[src/sv/arc_pkg.sv]
// arc_pkg: shared types and constants of the address-resolution cache
// holds request and result structs, sequencer states and result codes
// no dependencies
`timescale 1ns / 1ps
`default_nettype none

package arc_pkg;

    localparam int unsigned CACHE_ENTRIES_DEF   = 16;
    localparam int unsigned PENDING_ENTRIES_DEF = 16;

    // request types
    localparam logic [1:0] REQ_LOOKUP = 2'd0;
    localparam logic [1:0] REQ_QUEUE  = 2'd1;
    localparam logic [1:0] REQ_REPLY  = 2'd2;
    localparam logic [1:0] REQ_TICK   = 2'd3;

    // result kinds
    localparam logic [3:0] K_HIT     = 4'd0;
    localparam logic [3:0] K_MISS    = 4'd1;
    localparam logic [3:0] K_SEND    = 4'd2;
    localparam logic [3:0] K_QUEUED  = 4'd3;
    localparam logic [3:0] K_PFULL   = 4'd4;
    localparam logic [3:0] K_RELEASE = 4'd5;
    localparam logic [3:0] K_IGNORED = 4'd6;
    localparam logic [3:0] K_UNREACH = 4'd7;
    localparam logic [3:0] K_DONE    = 4'd8;

    // configuration register indexes
    localparam logic [1:0] CFG_MAX_ATTEMPTS = 2'd0;
    localparam logic [1:0] CFG_RETRY_TICKS  = 2'd1;
    localparam logic [1:0] CFG_LIFETIME     = 2'd2;

    localparam logic [3:0]  MAX_ATTEMPTS_RST = 4'd7;
    localparam logic [9:0]  RETRY_TICKS_RST  = 10'd10;
    localparam logic [15:0] LIFETIME_RST     = 16'd150;

    typedef struct packed {
        logic [1:0]  req_type;
        logic [31:0] ip_addr;
        logic [47:0] hw_addr;
        logic [3:0]  out_iface;
    } t_req;

    typedef struct packed {
        logic [3:0]  result_kind;
        logic [31:0] res_ip;
        logic [47:0] res_mac;
        logic [3:0]  res_iface;
        logic        stored;
        logic        last;
    } t_res;

    typedef enum logic [2:0] {
        S_IDLE,
        S_PSCAN,
        S_CSCAN,
        S_TPEND,
        S_EMITQ,
        S_AGE,
        S_DONE
    } t_state;

endpackage

`default_nettype wire

[src/sv/arp_resolution_cache_unit.sv]
// arp_resolution_cache_unit: visits pending entries and reads cache entries one at a time
// (cache memory read is registered, one read port); handles one item at a time.
// Results are one-cycle strobes; the receiver cannot stall. Synchronous active-low
// reset clears valid bits and restores configuration defaults. Depends on arc_pkg.
`timescale 1ns / 1ps
`default_nettype none

module arp_resolution_cache_unit #(
    parameter int unsigned CACHE_ENTRIES   = arc_pkg::CACHE_ENTRIES_DEF,
    parameter int unsigned PENDING_ENTRIES = arc_pkg::PENDING_ENTRIES_DEF
) (
    input  wire logic        i_clk,
    input  wire logic        i_rst_n,
    input  wire logic        start,
    output logic             busy,
    input  wire arc_pkg::t_req i_req,
    output logic             o_res_strobe,
    output arc_pkg::t_res    o_res,
    input  wire logic        i_cfg_valid,
    output logic             o_cfg_ready,
    input  wire logic [1:0]  i_cfg_index,
    input  wire logic [15:0] i_cfg_data
);
    import arc_pkg::*;

    localparam int unsigned CW = $clog2(CACHE_ENTRIES);
    localparam int unsigned PW = (PENDING_ENTRIES > 1) ? $clog2(PENDING_ENTRIES) : 1;
    localparam logic [CW-1:0] C_LAST = CW'(CACHE_ENTRIES - 1);
    localparam logic [PW-1:0] P_LAST = PW'(PENDING_ENTRIES - 1);

    // state and configuration
    t_state r_state, n_state;
    logic [3:0]  r_max_att;
    logic [9:0]  r_retry;
    logic [15:0] r_life;
    t_req        r_req;
    logic [31:0] r_key, n_key;

    // cache: valid bits in flops, payload in memory
    logic [CACHE_ENTRIES-1:0] r_cv, n_cv;
    logic [31:0] m_ip  [CACHE_ENTRIES];
    logic [47:0] m_mac [CACHE_ENTRIES];
    logic [15:0] m_age [CACHE_ENTRIES];
    logic [31:0] r_rd_ip;
    logic [47:0] r_rd_mac;
    logic [15:0] r_rd_age;
    logic [CW-1:0] r_cidx, n_cidx, r_ridx;
    logic r_issue, n_issue, r_rdv, n_rdv, r_rdlast;
    logic r_cff, n_cff;
    logic [CW-1:0] r_cfidx, n_cfidx;

    // cache write port
    logic          wi_en, wa_en;
    logic [CW-1:0] w_addr;
    logic [15:0]   w_age;

    // pending table in flops
    logic [PENDING_ENTRIES-1:0] r_pv, n_pv;
    logic [31:0] r_pip    [PENDING_ENTRIES];
    logic [3:0]  r_psends [PENDING_ENTRIES];
    logic [9:0]  r_ptimer [PENDING_ENTRIES];
    logic [3:0]  r_piface [PENDING_ENTRIES];
    logic [PW-1:0] r_pidx, n_pidx, r_pmatch, n_pmatch, r_pfidx, n_pfidx;
    logic r_pff, n_pff;
    logic          pw_open, pw_tick;
    logic [3:0]    pw_sends;
    logic [9:0]    pw_timer;

    // result emission
    logic r_strobe;
    t_res r_res, e_res;
    logic e_v;

    // shared compare unit signals
    logic        cur_pv, p_last, p_match, rd_cv, rd_match, c_end, c_stay;
    logic [31:0] cur_pip;
    logic [9:0]  t_inc;
    logic [15:0] age_inc;

    assign cur_pv   = r_pv[r_pidx];
    assign cur_pip  = r_pip[r_pidx];
    assign p_last   = (r_pidx == P_LAST);
    assign p_match  = cur_pv && (cur_pip == r_req.ip_addr);
    assign rd_cv    = r_cv[r_ridx];
    assign rd_match = r_rdv && rd_cv && (r_rd_ip == r_key);
    assign c_end    = rd_match || (r_rdv && r_rdlast);
    assign t_inc    = (r_ptimer[r_pidx] == 10'h3FF) ? r_ptimer[r_pidx]
                                                    : r_ptimer[r_pidx] + 10'd1;
    assign age_inc  = (r_rd_age == 16'hFFFF) ? r_rd_age : r_rd_age + 16'd1;

    assign busy         = (r_state != S_IDLE);
    assign o_cfg_ready  = 1'b1;
    assign o_res_strobe = r_strobe;
    assign o_res        = r_res;

    // next state
    always_comb begin
        n_state = r_state;
        unique case (r_state)
            S_IDLE: begin
                if (start) begin
                    unique case (i_req.req_type) inside
                        REQ_LOOKUP: n_state = S_CSCAN;
                        REQ_QUEUE, REQ_REPLY: n_state = S_PSCAN;
                        default: n_state = S_TPEND;
                    endcase
                end
            end
            S_PSCAN: begin
                if (p_match) begin
                    n_state = (r_req.req_type == REQ_REPLY) ? S_CSCAN : S_IDLE;
                end else if (p_last) begin
                    if (r_req.req_type == REQ_QUEUE && (r_pff || !cur_pv))
                        n_state = S_EMITQ;
                    else
                        n_state = S_IDLE;
                end
            end
            S_CSCAN: begin
                if (c_end) begin
                    if (r_req.req_type == REQ_TICK)
                        n_state = p_last ? S_AGE : S_TPEND;
                    else
                        n_state = S_IDLE;
                end
            end
            S_TPEND: begin
                if (cur_pv)
                    n_state = S_CSCAN;
                else if (p_last)
                    n_state = S_AGE;
            end
            S_EMITQ: n_state = S_IDLE;
            S_AGE: begin
                if (r_rdv && r_rdlast)
                    n_state = S_DONE;
            end
            S_DONE: n_state = S_IDLE;
            default: n_state = S_IDLE;
        endcase
    end

    // sequencer datapath and result selection
    always_comb begin
        n_key    = r_key;
        n_cv     = r_cv;
        n_pv     = r_pv;
        n_pidx   = r_pidx;
        n_pmatch = r_pmatch;
        n_pff    = r_pff;
        n_pfidx  = r_pfidx;
        n_cff    = r_cff;
        n_cfidx  = r_cfidx;
        wi_en    = 1'b0;
        wa_en    = 1'b0;
        w_addr   = r_ridx;
        w_age    = 16'd0;
        pw_open  = 1'b0;
        pw_tick  = 1'b0;
        pw_sends = r_psends[r_pidx];
        pw_timer = r_ptimer[r_pidx];
        e_v      = 1'b0;
        e_res    = '0;
        c_stay   = (r_state == n_state) && (r_state == S_CSCAN || r_state == S_AGE);

        // cache read address sequencing
        if (r_state != n_state && (n_state == S_CSCAN || n_state == S_AGE)) begin
            n_cidx  = '0;
            n_issue = 1'b1;
            n_cff   = 1'b0;
        end else if (c_stay && r_issue) begin
            n_cidx  = (r_cidx == C_LAST) ? r_cidx : r_cidx + CW'(1);
            n_issue = (r_cidx != C_LAST);
        end else begin
            n_cidx  = r_cidx;
            n_issue = c_stay ? r_issue : 1'b0;
        end
        n_rdv = c_stay && r_issue;

        unique case (r_state)
            S_IDLE: begin
                n_pidx = '0;
                n_pff  = 1'b0;
                n_key  = i_req.ip_addr;
            end
            S_PSCAN: begin
                if (!cur_pv && !r_pff) begin
                    n_pff   = 1'b1;
                    n_pfidx = r_pidx;
                end
                if (p_match) begin
                    n_pmatch = r_pidx;
                    if (r_req.req_type == REQ_QUEUE) begin
                        e_v = 1'b1;
                        e_res.result_kind = K_QUEUED;
                        e_res.res_ip = r_req.ip_addr;
                        e_res.last = 1'b1;
                    end
                end else if (p_last) begin
                    e_v = 1'b1;
                    e_res.res_ip = r_req.ip_addr;
                    if (r_req.req_type == REQ_REPLY) begin
                        e_res.result_kind = K_IGNORED;
                        e_res.last = 1'b1;
                    end else if (r_pff || !cur_pv) begin
                        pw_open = 1'b1;
                        n_pv[r_pff ? r_pfidx : r_pidx] = 1'b1;
                        e_res.result_kind = K_SEND;
                        e_res.res_iface = r_req.out_iface;
                    end else begin
                        e_res.result_kind = K_PFULL;
                        e_res.last = 1'b1;
                    end
                end else begin
                    n_pidx = r_pidx + PW'(1);
                end
            end
            S_CSCAN: begin
                if (r_rdv && !rd_cv && !r_cff) begin
                    n_cff   = 1'b1;
                    n_cfidx = r_ridx;
                end
                if (c_end) begin
                    unique case (r_req.req_type)
                        REQ_LOOKUP: begin
                            e_v = 1'b1;
                            e_res.result_kind = rd_match ? K_HIT : K_MISS;
                            e_res.res_ip = r_key;
                            e_res.res_mac = rd_match ? r_rd_mac : 48'd0;
                            e_res.last = 1'b1;
                        end
                        REQ_REPLY: begin
                            n_pv[r_pmatch] = 1'b0;
                            e_v = 1'b1;
                            e_res.result_kind = K_RELEASE;
                            e_res.res_ip = r_key;
                            e_res.res_mac = r_req.hw_addr;
                            e_res.last = 1'b1;
                            if (rd_match || r_cff || !rd_cv) begin
                                wi_en = 1'b1;
                                wa_en = 1'b1;
                                w_addr = rd_match ? r_ridx : (r_cff ? r_cfidx : r_ridx);
                                n_cv[w_addr] = 1'b1;
                                e_res.stored = 1'b1;
                            end
                        end
                        default: begin
                            // pending entry whose address is not resolved yet
                            if (!rd_match) begin
                                if (r_psends[r_pidx] >= r_max_att) begin
                                    n_pv[r_pidx] = 1'b0;
                                    e_v = 1'b1;
                                    e_res.result_kind = K_UNREACH;
                                    e_res.res_ip = cur_pip;
                                    e_res.res_iface = r_piface[r_pidx];
                                end else begin
                                    pw_tick = 1'b1;
                                    pw_timer = t_inc;
                                    if (t_inc >= r_retry) begin
                                        pw_timer = 10'd0;
                                        if (r_psends[r_pidx] != 4'hF)
                                            pw_sends = r_psends[r_pidx] + 4'd1;
                                        e_v = 1'b1;
                                        e_res.result_kind = K_SEND;
                                        e_res.res_ip = cur_pip;
                                        e_res.res_iface = r_piface[r_pidx];
                                    end
                                end
                            end
                            if (!p_last)
                                n_pidx = r_pidx + PW'(1);
                        end
                    endcase
                end
            end
            S_TPEND: begin
                n_key = cur_pip;
                if (!cur_pv && !p_last)
                    n_pidx = r_pidx + PW'(1);
            end
            S_EMITQ: begin
                e_v = 1'b1;
                e_res.result_kind = K_QUEUED;
                e_res.res_ip = r_req.ip_addr;
                e_res.last = 1'b1;
            end
            S_AGE: begin
                if (r_rdv && rd_cv) begin
                    wa_en = 1'b1;
                    w_age = age_inc;
                    if (age_inc >= r_life)
                        n_cv[r_ridx] = 1'b0;
                end
            end
            S_DONE: begin
                e_v = 1'b1;
                e_res.result_kind = K_DONE;
                e_res.last = 1'b1;
            end
            default: ;
        endcase
    end

    // control registers
    always_ff @(posedge i_clk) begin
        if (!i_rst_n) begin
            r_state   <= S_IDLE;
            r_cv      <= '0;
            r_pv      <= '0;
            r_strobe  <= 1'b0;
            r_issue   <= 1'b0;
            r_rdv     <= 1'b0;
            r_max_att <= MAX_ATTEMPTS_RST;
            r_retry   <= RETRY_TICKS_RST;
            r_life    <= LIFETIME_RST;
        end else begin
            r_state  <= n_state;
            r_cv     <= n_cv;
            r_pv     <= n_pv;
            r_strobe <= e_v;
            r_issue  <= n_issue;
            r_rdv    <= n_rdv;
            // configuration transfer
            if (i_cfg_valid) begin
                unique case (i_cfg_index)
                    CFG_MAX_ATTEMPTS: r_max_att <= i_cfg_data[3:0];
                    CFG_RETRY_TICKS:  r_retry   <= i_cfg_data[9:0];
                    CFG_LIFETIME:     r_life    <= i_cfg_data;
                    default: ;
                endcase
            end
        end
    end

    // payload registers
    always_ff @(posedge i_clk) begin
        if (start && !busy)
            r_req <= i_req;
        r_key    <= n_key;
        r_cidx   <= n_cidx;
        r_ridx   <= r_cidx;
        r_rdlast <= (r_cidx == C_LAST);
        r_pidx   <= n_pidx;
        r_pmatch <= n_pmatch;
        r_pff    <= n_pff;
        r_pfidx  <= n_pfidx;
        r_cff    <= n_cff;
        r_cfidx  <= n_cfidx;
        r_res    <= e_res;
    end

    // pending entry writes
    always_ff @(posedge i_clk) begin
        if (pw_open) begin
            r_pip[r_pff ? r_pfidx : r_pidx]    <= r_req.ip_addr;
            r_psends[r_pff ? r_pfidx : r_pidx] <= 4'd1;
            r_ptimer[r_pff ? r_pfidx : r_pidx] <= 10'd0;
            r_piface[r_pff ? r_pfidx : r_pidx] <= r_req.out_iface;
        end
        if (pw_tick) begin
            r_psends[r_pidx] <= pw_sends;
            r_ptimer[r_pidx] <= pw_timer;
        end
    end

    // cache memory, one write and one registered read per cycle
    always_ff @(posedge i_clk) begin
        if (wi_en) begin
            m_ip[w_addr]  <= r_key;
            m_mac[w_addr] <= r_req.hw_addr;
        end
        if (wa_en)
            m_age[w_addr] <= w_age;
        r_rd_ip  <= m_ip[r_cidx];
        r_rd_mac <= m_mac[r_cidx];
        r_rd_age <= m_age[r_cidx];
    end

endmodule

`default_nettype wire
[config.mk]
export PLATFORM = sky130hd
export DESIGN_NAME = arp_resolution_cache_unit
export DESIGN_NICKNAME = d
export VERILOG_FILES = /design/src/sv/arc_pkg.sv /design/src/sv/arp_resolution_cache_unit.sv
export SDC_FILE = /design/constraint.sdc
export NUM_CORES = 2
export LEC_CHECK = 0
export BUFFER_PORTS_ARGS = -buffer_cell sky130_fd_sc_hd__buf_2
export CAP_MARGIN = 5
export CORE_MARGIN = 5
export CORE_UTILIZATION = 45
export CTS_CLUSTER_SIZE = 28
export DETAILED_ROUTE_END_ITERATION = 7
export GPL_TIMING_DRIVEN = 0
export PLACE_DENSITY = 0.6
export SLEW_MARGIN = 10
export SYNTH_ARGS = -nofsm -noshare
export SYNTH_HDL_FRONTEND = slang
export SYNTH_SLANG_ARGS = --single-unit
[constraint.sdc]
create_clock -name i_clk -period 8.2 [get_ports i_clk]
set_input_delay 1.23 -clock i_clk [delete_from_list [all_inputs] [get_ports i_clk]]
set_output_delay 1.23 -clock i_clk [all_outputs]
set_load 0.005 [all_outputs]
* Word level (Yosys, flattened, before mapping)
Memories as Yosys holds them, arrays and structs flattened. A register that Yosys moved wholly into a read port is not among the register bits. Cells that the tools add are included. Widths: inputs -> output; s select.
Operators by class: $add $sub $neg 5, magnitude comparators 13, equal/unequal tests 41, mux-type cells 154, bitwise gates (word level) 9, reductions and logical operators 57
Operators with widths (count):
- $mux 16 | 15
- $mux 4 | 35
- $pmux 16 s2 | 3
- $pmux 32 s3 | 1
- $pmux 48 s2 | 1
- $mux 89 | 1
- $mux 10 | 8
- $mux 36 | 2
- $mux 35 | 2
- $pmux 35 s2 | 1
- $mux 34 | 2
- $eq 32x32->1 | 2
- $pmux 32 s2 | 1
- $mux 1 | 53
- $and 16x16->16 | 3
- $mux 48 | 1
- $not 16->16 | 3
- $mux 3 | 11
- $or 16x16->16 | 2
- $pmux 4 s4 | 2
- $lt 4x5->1 const B | 5
- $ne 2x2->1 const B | 11
- $demux 1 s4 | 5
- $ge 4x1->1 const B | 5
- other kinds (43) | 104
Word-level totals: register bits after elaboration 303, memory bits (writable) 2336, bits of input ports 108, output and inout port bits 93, word-level logic and storage cells 315, memories kept 7
Memories:
- m_mac | depth 16, width 48, read ports 1, clocked after Yosys merged registers in 1, write ports 1, line arp_resolution_cache_unit.sv:42 | logic [47:0] m_mac [CACHE_ENTRIES];
- m_ip | depth 16, width 32, read ports 1, clocked after Yosys merged registers in 1, write ports 1, line arp_resolution_cache_unit.sv:41 | logic [31:0] m_ip [CACHE_ENTRIES];
- r_pip | depth 16, width 32, read ports 1, clocked after Yosys merged registers in 1, write ports 1, line arp_resolution_cache_unit.sv:59 | logic [31:0] r_pip [PENDING_ENTRIES];
- m_age | depth 16, width 16, read ports 1, clocked after Yosys merged registers in 1, write ports 1, line arp_resolution_cache_unit.sv:43 | logic [15:0] m_age [CACHE_ENTRIES];
- r_ptimer | depth 16, width 10, read ports 1, clocked after Yosys merged registers in 1, write ports 1, line arp_resolution_cache_unit.sv:61 | logic [9:0] r_ptimer [PENDING_ENTRIES];
- r_piface | depth 16, width 4, read ports 1, clocked after Yosys merged registers in 1, write ports 1, line arp_resolution_cache_unit.sv:62 | logic [3:0] r_piface [PENDING_ENTRIES];
- +1 memories

* Depth between registers and ports, before layout
word-level depth 15, mapped depth 27, depth with buffers taken out 18

* Worst setup path after synthesis
OpenSTA, ideal clock, no wires.
path type reg2reg, from register (tool-made name), to memory r_piface[10][0], enable pin, arrival 7.279 ns, path slack 0.447 ns, cell stages (with the launch flop) 22, buffers on the path 8, period minus slack after synthesis 7.753 ns, cells stage by stage dfxtp_1 -> buf_6 -> buf_4 -> buf_6 -> buf_2 -> buf_2 -> buf_2 -> buf_2 -> mux4_2 -> mux4_2 -> inv_1 -> ha_1 -> nand2b_1 -> a21o_1 -> a21o_1 -> a211oi_1 -> and4_1 -> clkbuf_1 -> nor2b_1 -> nor3_1 -> a21oi_1 -> nor3_1
RTL lines (line):
- end, declared | arp_resolution_cache_unit.sv:62

==> impl_metrics.ini <==
[floorplan]
io_pins = 201
initial_core_util_pct = 45.2
die_h_um = 494
die_w_um = 494
rows = 177
core_area_mm2 = 0.233
dieArea_mm2 = 0.244

[place]
io_buffers = 199
dpl.cell_count = 8459
dp_hpwl_um = 186000
gp_congestion = 0.901

[worst_setup_path]
end_kind = flip-flop
path_common_cell = buf_12
cp_data_arrival_time_ns = 8.50
critical_path_class = reg2reg
critPathLaunchType = flip-flop
cp.required_ns = 8.79
critPathTopFamily = buffers and inverters
cp_slowest_cell = nor3_2
max_stage_delay_ns = 0.60
critPathBufInv = 13
crit_fanout = 10

[timing]
drv_slew = 0
max_slew_margin_pct = 7.26
worst_pin_slew_ns = 1.39
hold_slack_ns = 0.360
skew_ns = 0.0607
post-route-period-util_pct = 96.4
period_needed_ns = 7.91
setup_viol = 0
max_freq_mhz = 126
hold_violations = 0

[clocking]
clock_sinks = 2739
clk_latency_ns = 0.93
cts_hold_buf = 0
cts_buffer_depth = 4
cts_root_buffer = clkbuf_16
clkTransAtPathRegs_ns = 0.06
cts_inserted_buffers = 304
cts_tree = yes
htreeDepth = 5

[logic_synthesis]
synthFlopType = edfxtp_1
async_flop_share_pct = 0
netlist_area_mm2 = 0.105
syn-num-nets = 5214
synthCells = 5067
ys_seq_area_share_pct = 75.6
ys_ff_latch = 2739
synth_cell_types = 91
yosysWarningCount = 0
synth_edf_count = 2471
syn_area_per_cell_um2 = 20.8

[route]
via_count = 53800
vias_per_cell = 5.98
dr.pass1.iters = 6
drt_iter0_markers = 5962
wl_per_cell_um = 31.3
ant_nets = 0
drc_errors = 0
routed_wl_um = 282000

[finish]
layout.cells.non_filler = 9000
fin_nets = 5868
drive_above_1_share_pct = 28.1
area_growth_syn_to_layout_pct = 16.9
fin_util_pct = 52.9

[status]
status = completed

[global_routing]
antenna_found_initial = 12
grt_max_degree = 42
grt_pass1_vias = 54800
track_usage_pct = 23.0
grt_pass1_wl_um = 401000
grt_overflow = 0

[pwr]
total_leakage_power_uw = 0.0384
power_density_mw_per_mm2 = 279
vdd_drop_max_v = 0.000159
p_total_uw = 34300

[hold_path]
hold_start = r_cidx[3]
hp-class = reg2reg

[job]
drv_cap = 0
routing by layer:
metal | up-vias | track usage (%) | part of all wire (%)
li1 | 22300 | - | -
met1 | 28700 | 30.9 | 39
met2 | 2314 | 37.4 | 49
met3 | 561 | 4.02 | 7.3
met4 | 0 | 9.52 | 4.5
met5 | - | 0 | 0
where the power goes:
group | internal, µW | switching, µW
clock | 7790 | 5320
combinational | 2150 | 2990
sequential | 15600 | 481
total | 25600 | 8790
sequential cells by signal, summed over array words and instances, names as in the netlist, 64 cells and up, named ones only:
name / flops
r_psends: 64
m_mac: 768
r_piface: 64
r_pip: 512
o_res: 90
m_ip: 512
m_age: 256
r_req: 86
r_ptimer: 160
worst paths after layout:
path | to | slack (ns) | cells past startpoint
setup / recovery | r_psends[4][1] | 0.29 | 25
hold / removal | r_ridx[3] | 0.36 | 0
setup reg to reg | r_psends[4][1] | 0.29 | 25
hold reg to reg | r_ridx[3] | 0.36 | 0
logic make-up after synthesis:
group / share of synthesized area, %
compound gates: 2.83
xor+xnor: 0.716
fa+ha+maj: 0.464
buf+inv: 1.41
flops: 75.6
mux: 15.9
other cells: 0.00356
simple gates: 3.00
worst register-to-register path, stage by stage, from the launching register on:
cell	delay (ns)
dfxtp_1	0.32
buf_6	0.17
buf_12	0.18
buf_12	0.20
buf_12	0.19
buf_4	0.27
buf_2	0.35
buf_2	0.35
clkbuf_2	0.34
clkdlybuf4s15_2	0.55
mux4_2	0.40
mux4_2	0.54
inv_1	0.20
ha_1	0.26
nand2b_1	0.14
a21o_1	0.18
a21o_1	0.18
a211oi_1	0.42
and4_1	0.29
clkbuf_1	0.38
nor2b_1	0.14
clkbuf_1	0.28
nor3b_1	0.26
a31oi_1	0.16
nor3_2	0.60
buf_6	0.24
area by class of cell:
cell class / count / area [µm²]
clock inverter: 122 / 1140
clock buffer: 412 / 8380
inverter: 58 / 220
multi-input combinational: 2007 / 24600
tap: 3043 / 3810
sequential: 2739 / 79600
fill: 18100 / 110000
buffer: 262 / 1290
timing repair buffer: 349 / 3940
antenna: 8 / 20.0
layout by cell type (no fill, tap or decap), drive strengths merged, types with 41 or more instances in the layout:
master	n
edfxtp	2471
mux4	675
clkbuf	573
buf	449
dfxtp	268
nor2	208
nand2	183
mux2i	108
clkinv	80
a22oi	71
inv	68
xnor2	63
a21oi	60
o21ai	50
nor3	43
mux2	41
through the flow:
step                      worst slack, ns  TNS (ns)  cell area (µm²)
after floorplan                     0.447         0           105000
after global placement              -6.50  -7095.68           110000
after detailed placement            -1.22   -197.58           113000
after CTS                         -0.0995     -1.56           123000
after global routing              -0.0336    -0.321           123000
final                               0.292         0           123000
timing repair:
action	CTS	global route
gates resized for setup	7	10
endpoints found under the hold margin	0	0
setup endpoints to repair	446	117
buffers inserted	0	0
synth_stat cells (all sizes together) (50+ instances only):
master,number,area (µm²)
a21oi,60,304
a22oi,71,548
buf,107,674
clkbuf,156,587
dfxtp,268,5370
edfxtp,2471,74200
inv,57,216
mux2i,108,1080
mux4,675,15200
nand2,183,687
nor2,208,783
o21ai,50,250
xnor2,63,552
(Power assumes the default switching activity.)
